**src/hw/rtl/mse_pkg.sv**
```systemverilog
package mse_pkg;

  localparam int MAX_KEYS = 64;
  localparam int KEY_W    = 32;
  localparam int ADDR_W   = $clog2(MAX_KEYS);
  localparam int CNT_W    = $clog2(MAX_KEYS + 1);

  typedef struct packed {
    logic signed [KEY_W-1:0] key;
    logic                    last_key;
  } key_beat_t;

  typedef struct packed {
    logic signed [KEY_W-1:0] sorted_key;
    logic                    last_out;
    logic                    overflowed;
  } sort_beat_t;

  typedef enum logic [2:0] {
    ST_IDLE,
    ST_BEGIN,
    ST_PRIME,
    ST_MERGE,
    ST_EMIT_PRIME,
    ST_EMIT
  } state_t;

  // Commands from the controller to the datapath.
  typedef struct packed {
    logic store;
    logic pass_first;
    logic pass_next;
    logic block_next;
    logic step;
    logic emit_start;
    logic emit_mode;
    logic emit_step;
    logic clear;
  } cmd_t;

  // Status from the datapath to the controller.
  typedef struct packed {
    logic single;
    logic block_end;
    logic pass_end;
    logic sort_done;
    logic emit_last;
    logic out_free;
  } stat_t;

endpackage

```
**src/hw/rtl/mse_ctrl.sv**
```systemverilog
module mse_ctrl
  import mse_pkg::*;
(
  input  logic   clk,
  input  logic   rst,
  input  logic   key_valid,
  input  logic   key_last,
  input  stat_t  stat,
  output logic   key_stall,
  output cmd_t   cmd
);

  state_t state;
  state_t state_next;

  always_ff @(posedge clk) begin
    if (rst) begin
      state <= ST_IDLE;
    end else begin
      state <= state_next;
    end
  end

  always_comb begin
    state_next = state;
    cmd        = '0;
    key_stall  = 1'b1;
    case (state)
      ST_IDLE: begin
        key_stall = 1'b0;
        if (key_valid) begin
          cmd.store = 1'b1;
          if (key_last) begin
            state_next = ST_BEGIN;
          end
        end
      end
      ST_BEGIN: begin
        if (stat.single) begin
          cmd.emit_start = 1'b1;
          state_next     = ST_EMIT_PRIME;
        end else begin
          cmd.pass_first = 1'b1;
          state_next     = ST_PRIME;
        end
      end
      ST_PRIME: begin
        state_next = ST_MERGE;
      end
      ST_MERGE: begin
        cmd.step = 1'b1;
        if (stat.block_end) begin
          if (!stat.pass_end) begin
            cmd.block_next = 1'b1;
            state_next     = ST_PRIME;
          end else if (stat.sort_done) begin
            cmd.emit_start = 1'b1;
            state_next     = ST_EMIT_PRIME;
          end else begin
            cmd.pass_next = 1'b1;
            state_next    = ST_PRIME;
          end
        end
      end
      ST_EMIT_PRIME: begin
        cmd.emit_mode = 1'b1;
        state_next    = ST_EMIT;
      end
      ST_EMIT: begin
        cmd.emit_mode = 1'b1;
        if (stat.out_free) begin
          cmd.emit_step = 1'b1;
          if (stat.emit_last) begin
            cmd.clear  = 1'b1;
            state_next = ST_IDLE;
          end
        end
      end
      default: begin
        state_next = ST_IDLE;
      end
    endcase
  end

endmodule

```
**config.mk**
```make
export PLATFORM = sky130hd
export DESIGN_NAME = mse_ctrl
export DESIGN_NICKNAME = d
export VERILOG_FILES = /design/src/hw/rtl/mse_pkg.sv /design/src/hw/rtl/mse_ctrl.sv
export SDC_FILE = /design/constraint.sdc
export NUM_CORES = 1
export LEC_CHECK = 0
export ABC_AREA = 1
export BUFFER_PORTS_ARGS = -buffer_cell sky130_fd_sc_hd__buf_2
export CORE_AREA = 8 8 45 47
export DETAILED_ROUTE_END_ITERATION = 7
export DIE_AREA = 0 0 53 55
export SYNTH_ARGS = -nofsm -noshare
export SYNTH_HDL_FRONTEND = slang
export SYNTH_SLANG_ARGS = --single-unit
```
**constraint.sdc**
```tcl
create_clock -name clk -period 3.1 [get_ports clk]
set_input_delay 0.31 -clock clk [delete_from_list [all_inputs] [get_ports clk]]
set_output_delay 0.31 -clock clk [all_outputs]
set_load 0.1 [all_outputs]
```
# Yosys cells after proc, flatten, opt, wreduce, memory -nomap -nowiden
# Index checks and enable logic that the tools add are counted.
[totals]
output_inout_bits = 10
register_bits = 3
elab_cells = 42
inputBits = 10
[op_classes]
eq_ne = 10
n_reduce_logical = 3
muxes = 28
[op_table]
columns = ["operator", "n"]
rows = [
  ["3-bit 2-to-1 mux", 9],
  ["3-bit case mux with 6 select lines", 1],
  ["1-bit 2-to-1 mux", 14],
  ["2-bit != test (second input constant)", 5],
  ["3-bit by 2-bit equality test with 1-bit output (second input constant)", 2],
  ["3-bit equality test (second input constant)", 2],
  ["2-bit 2-to-1 mux", 3],
  ["5-bit AND reduction", 1],
  ["3-bit by 1-bit equality test with 1-bit output (second input constant)", 1],
  ["3-bit logical NOT", 1],
  ["1-bit case mux with 2 select lines", 1],
  ["2-bit OR reduction", 1],
]

# Longest topological paths before layout
# Gate-level depths: netlist (run 1).
[depth]
ltp_word = 4
mapped_depth = 7

# Least setup slack after synthesis (run 1)
# OpenSTA, ideal clock, no wires.
[synth_path]
path_type = "reg2out"
startpoint = "register state[0]"
endpoint = "output port cmd[6] (netlist name)"
stages_incl_launch_ff = 6
arrival_ps = 4590
setup_slack_ps = -1800
path_buffers = 1
path_cell_list = "dfxtp_1 -> buf_6 -> nand2_2 -> nor2_2 -> inv_1 -> nor4b_1"
[synth_lines]
columns = ["item", "line_no", "source"]
rows = [
  ["from (decl)", "mse_ctrl.sv:13", "state_t state;"],
  ["from (signal assigned)", "mse_ctrl.sv:20", "state <= state_next;"],
  ["to (decl)", "mse_ctrl.sv:10", "output cmd_t cmd"],
]

==> metrics.txt, run 1 <==
outcome completed; yosys warns 0; I/O Pins 20; Die Wd 53 microns; Post-synth top cells 12 x nor2_1, 10 x nand2_1, 7 x inv_1; Worst Tran Pin Value 493 ps; Final Hold Viols 0; ANT cells 0; row count 14; largest net degree at the start of global routing 9; DRC viols 0; FF-to-FF End state[0]; Setup CP Type flip-flop to output pin; first-iteration detailed-routing DRC count 7; initial antenna violation count 0; layout cells sized above 1 ~41%; #FFs+latches synth 3; Seq pwr share 15.3%; Port Buf Inserts 19; Critical Path Start state[0]; Setup violations, final 0; data arrival time of the critical path around 1700 ps; PwrDens around 1100 nW/um^2; Max Freq 0.510 GHz; Synth-to-Final Area Change 50.9%; fin cells 87; fin crit share 63.3%; minimum clock period between 1500 and 2000 ps; clock skew roughly 4.7 ps; global route total overflow 0; async set or reset register ratio after synthesis 0%; Via density around 4.2; die height about 55 microns; vias in the first global route about 370; Bufs on Longest Clock Path 2; CTS tree yes; Core ar. ~1400 sq um; vias post-DR ~370; Slew Limit Fails 0; Post-DP HPWL 685 microns; RSZ-0062 raised after global routing false; TritonCTS Buffers 3; Worst-path clk slew ~40 ps; CP required between 2000 and 3000 ps; Cell variety after synth 14; LEAKAGE about 0.23 nW; Finished Core Util ~30%; crit path launch type flip-flop; CP Max Fanout 8; clock power share ~14%; die area between 2000 and 3000 sq um; Mapped Nets between 50 and 60; RR Startpoint state[0]; Net Sw Frac 66.5%; post-route ant nets 0; fin nets 82; Syn Inst Count a little under 50; first drt pass iteration count 4; largest cells by area after synthesis dfxtp_1 22%, nor2_1 16%, nand2_1 14%; Hold WC Path Type input pin to flip-flop; RePlAce Congestion 0.733; Initial Util 20.1%; Post-Syn Area between 200 and 300 sq um; max reg flops 3; setup bufs post-CTS 0; dpl cells 83; first-pass GRT wire length between 1 and 1.5 mm; Net Sw Power ~0.00032 W; routed wire length around 800 microns; Worst R2R Path Depth 6; Critical Path End Type output pin; cell taking the most area after synthesis dfxtp_1; worst vdd ir slightly below 400 uV; Max-Cap Viols 0; Root Driver clkbuf_4; Post-synth EDFFs 0; hold buffers post-CTS 0; WL/cell between 9 and 10 microns; most common cell in the netlist nor2_1; sequential cell area fraction in the yosys report a little over a fifth; Sink Count 3; Synth Flop Type dfxtp_1; post-cts resize count 0; cell internal pwr between 0.00015 and 0.0002 W; Worst slew margin 67.3%; Regs by FF count state x3; hold-critical path depth 4; CP Capture Point cmd[6]; Yosys top cell area share 21.6%; Comb power frac 70.3%; H-tree depth 1; GRT Total Usage under 10%; Clock Latency Late Sink between 200 and 250 ps; syn_area_per_cell roughly 5.7 sq um; Top reg by flops state; Hold Startpoint rst; Worst R2R Setup Slack between 1500 and 2000 ps
## worst max-delay path: stages, from the launching register on
cell and delay (ps):
dfxtp_1 450, nand2_2 80, nor2_2 130, inv_1 90
nor4b_2 200, buf_2 460
## placed cells by master, fill, tap and decap left out, drive strengths merged, types with 3 or more instances in the layout
cell,netlist,final
inv,8,8
nand3,5,5
nand4,4,4
clkbuf,0,4
dfxtp,3,3
nor2,14,14
nand2,11,11
buf,1,19
## worst min-delay path by stage
| stage | endpoint |
|---|---|
| 3_5_place_dp | state[2] |
| 6_report | state[1] |
| 2_1_floorplan | state[2] |
| 4_1_cts | state[1] |
| 5_1_grt | state[1] |
| 3_3_place_gp | state[2] |
## final cells by class
type | instances | area [sq um]
flip-flops and latches | 3 | 60.1
multi-input cells | 37 | 188
inverters | 8 | 30.0
well taps | 16 | 20.0
fillers | 168 | 965
clock buffers | 4 | 26.3
repair buffers | 19 | 95.1
## metal layers
layer	vias up	routed length [microns]	GRT usage [%]
li1	200	-	-
met5	-	0	0
met4	0	17	6.47
met3	2	36	1.87
met1	157	270	5.00
met2	9	473	11.7
## logic make-up (layout without fill, tap and decap cells)
kind of cell           after synthesis  count (layout)  share of synthesized area (%)
DFF                                  3               3                           21.6
AOI/OAI and AO/OA                    1               1                           2.25
and+or+nand+nor                     36              36                           61.3
buffers and inverters                9              31                           14.9
## per-stage QoR
stage / total power, W / hold WS [ps] / setup slack [ps] / setup TNS (ps) / instance area (sq um)
3_3_place_gp: 0.000411 / 522 / 1410 / 0 / 393
3_5_place_dp: 0.000412 / 531 / 1380 / 0 / 393
5_1_grt: 0.000508 / 382 / 989 / 0 / 419
2_1_floorplan: 0.000373 / 489 / -453 / -453 / 289
4_1_cts: 0.000484 / 349 / 1110 / 0 / 419
6_report: 0.000478 / 352 / 1140 / 0 / 419
## power groups by stage
stage / combinational [W] / sequential, W / clock [W]
2_1_floorplan: 0.000308 / 0.0000642 / 0
3_3_place_gp: 0.000337 / 0.0000736 / 0
3_5_place_dp: 0.000337 / 0.0000747 / 0
4_1_cts: 0.000338 / 0.0000739 / 0.0000722
5_1_grt: 0.000359 / 0.0000767 / 0.0000722
6_report: 0.000336 / 0.0000734 / 0.0000685
No activity file was read; power rests on OpenSTA's default activity.
==> run 2, diff against run 1 <==
--- a/config.mk
+++ b/config.mk
@@ -5,7 +5,7 @@
 export SDC_FILE = /design/constraint.sdc
 export NUM_CORES = 1
 export LEC_CHECK = 0
-export ABC_AREA = 1
+export ABC_AREA = 0
 export BUFFER_PORTS_ARGS = -buffer_cell sky130_fd_sc_hd__buf_2
 export CORE_AREA = 8 8 45 47
 export DETAILED_ROUTE_END_ITERATION = 7
==> constraint.sdc (replaced) <==
create_clock -name clk -period 1.7 [get_ports clk]
set_input_delay 0.17 -clock clk [delete_from_list [all_inputs] [get_ports clk]]
set_output_delay 0.17 -clock clk [all_outputs]
set_load 0.1 [all_outputs]
==> run 2 against run 1 <==
Power is 5.9% higher. Highest routed layer is now met3. Die area stayed put. Sequential cell count unchanged.
==> metrics.txt, run 2 <==
outcome completed; first-pass GRT wire length roughly 1.4 mm; vias post-DR between 300 and 400; Final Hold Viols 0; largest cells by area after synthesis dfxtp_1 24%, nand2b_1 7.6%, nor3b_1 6.1%; Max Freq 0.636 GHz; sequential cell area ~63 sq um; #FFs+latches synth 3; Synth-to-Final Area Change 126%; crit-path cells nor2b_1 > nand2_2 > nor3b_4 > buf_12; Cell variety after synth 22; Compound-Gate Fraction of Synth Area 17.7%; Regs by FF count state x3; die area approximately 3000 sq um; CP delay by family, top simple AND/OR/NAND/NOR gates; CP Max Fanout 8; Critical Path Start state[0]; global route total overflow 0; worst vdd ir between 400 and 500 uV; FF-to-FF End state[1]; Critical Path End Type output pin; Clock Latency Late Sink around 240 ps; TritonCTS Buffers 3; die height 55 microns; post-route ant nets 0; largest net degree at the start of global routing 10; Adder-Cell Fraction of Synth Area 0%; Max-Cap Viols 0; sequential cell area fraction in the yosys report around a quarter; Filler Cells Inserted 150; Post-Synth Simple-Gate Area between 50% and 60%; Hold WC Path Type input pin to flip-flop; setup tns final 0 ps; syn_area_per_cell ~7.5 sq um; CTS tree yes; Buf/Inv on CP 1; first drt pass iteration count 2; RR Startpoint state[1]; Setup CP Type flip-flop to output pin; H-tree depth 1; Root Driver clkbuf_4; Post-synth EDFFs 0; Worst slew margin around two thirds; Post-Syn Area approximately 250 sq um; data arrival time of the critical path between 1000 and 1500 ps; RSZ-0062 raised after global routing false; WL/cell between 10 and 15 microns; Initial Util ~18%; Via density 4.31; Post-DP HPWL 660 microns; Port Buf Inserts 19; LEAKAGE ~0.24 nW; commonest non-fill, non-tap cells in the layout 11 x buf_2, 8 x buf_12, 3 x nand2b_1, 3 x clkbuf_4; Worst path slowest cell dfxtp_2; minimum clock period approximately 1600 ps; CP required roughly 1500 ps; Setup violations, final 0; fin crit share 92.4%; Syn Inst Count 33; Worst Tran Pin Value 488 ps; CP max stage delay about 380 ps; ANT cells 0; routed wire length 835 microns; RePlAce Congestion 0.838; yosys warns 0; final total power 0.000507 W; GRT Total Usage slightly below 7%; Yosys top cell area share about a quarter; Bufs on Longest Clock Path 2; Worst R2R Setup Slack 520 ps; Mapped Nets 43; CP Depth 4; I/O Pins 20; Top reg by flops state; hold buffers post-CTS 0; cell taking the most area after synthesis dfxtp_1; clock skew between 4 and 5 ps; DRC viols 0; largest family of logic cells by synthesized area simple AND/OR/NAND/NOR gates; Synth Flop Type dfxtp_1; Post-synth top cells 3 x dfxtp_1, 3 x nand2_1, 3 x nand2b_1; area of the multi-input gates between 200 and 250 sq um; async set or reset register ratio after synthesis 0%; Synth Area in XOR/XNOR 0%; Sink Count 3; Die Wd around 53 microns; PwrDens roughly 910 nW/um^2; post-synthesis mux area share 0%; fin nets 66; first-iteration detailed-routing DRC count 2; row count 14; Worst-path clk slew around 40 ps; crit path launch type flip-flop; Slew Limit Fails 0; vias in the first global route between 300 and 400; max reg flops 3; initial antenna violation count 0; Worst R2R Path Depth 3; most common cell after layout, fill and taps aside buf_2; Core ar. around 1400 sq um; CP Capture Point cmd[5]; layout cells sized above 1 a little under two thirds
-- run 2: changes by cell type after synthesis, moves of 2 or more --
| cell | previous run | this run |
|---|---|---|
| inv_1 | 7 | 2 |
| nand2_1 | 10 | 3 |
| nand2b_1 | 0 | 3 |
| nand3_1 | 4 | 1 |
| nand4_1 | 4 | 1 |
| nor2_1 | 12 | 2 |
| nor2_2 | 2 | 0 |
| nor2b_1 | 0 | 2 |
| nor3b_1 | 0 | 2 |
-- run 2: metal layers --
layer / share of wire [%] / GRT usage, % / vias up / wire (microns)
met3: 11 / 5.08 / 0 / 95
met2: 40 / 7.81 / 19 / 338
met4: 0 / 5.17 / 0 / 0
met5: 0 / 0 / - / 0
li1: - / - / 161 / -
met1: 48 / 8.05 / 126 / 402
-- run 2: power breakdown --
part / switching, W / internal [W] / leakage (nW)
combinational: 0.000186 / 0.0000956 / 0.199
clock: 0.0000432 / 0.0000884 / 0.0150
sequential: 0.0000144 / 0.0000792 / 0.0253
total: 0.000243 / 0.000263 / 0.239
-- run 2: area by class of cell --
class	instances	share of cell area, %
Inverter	2	1.34
Tap cell	16	3.58
Multi-Input combinational cell	27	40.7
Timing Repair Buffer	19	38.5
Sequential cell	3	11.2
Clock buffer	4	4.70
-- run 2: kinds of logic (layout without fill, tap and decap cells) --
group / after synthesis / in the layout
flops: 3 / 3
buf+inv: 3 / 25
simple gates: 21 / 21
compound gates: 6 / 6
-- run 2: worst min-delay path by stage --
stage	startpoint	to	slack (ps)	cells after the start
finish	rst	state[1]	130	2
global route	rst	state[0]	140	2
CTS	rst	state[0]	120	2
detailed placement	rst	state[1]	390	2
global placement	rst	state[0]	390	2
floorplan	rst	state[0]	250	1
-- run 2: through the flow --
stage | instances | util, % | hold slack [ps] | instance area (sq um) | worst slack, ps
finish | 71 | 40.4 | 129 | 559 | 129
global route | 71 | 40.4 | 138 | 559 | 20.6
CTS | 71 | 40.3 | 122 | 558 | 51.9
detailed placement | 67 | 38.3 | 386 | 531 | 262
global placement | 67 | 38.3 | 391 | 531 | 323
floorplan | 33 | - | 248 | 307 | -295
-- run 2: timing repair --
item | CTS | global route
resized for setup | 1 | 1
setup endpoints to repair | 1 | 1
buffers inserted | 0 | 0
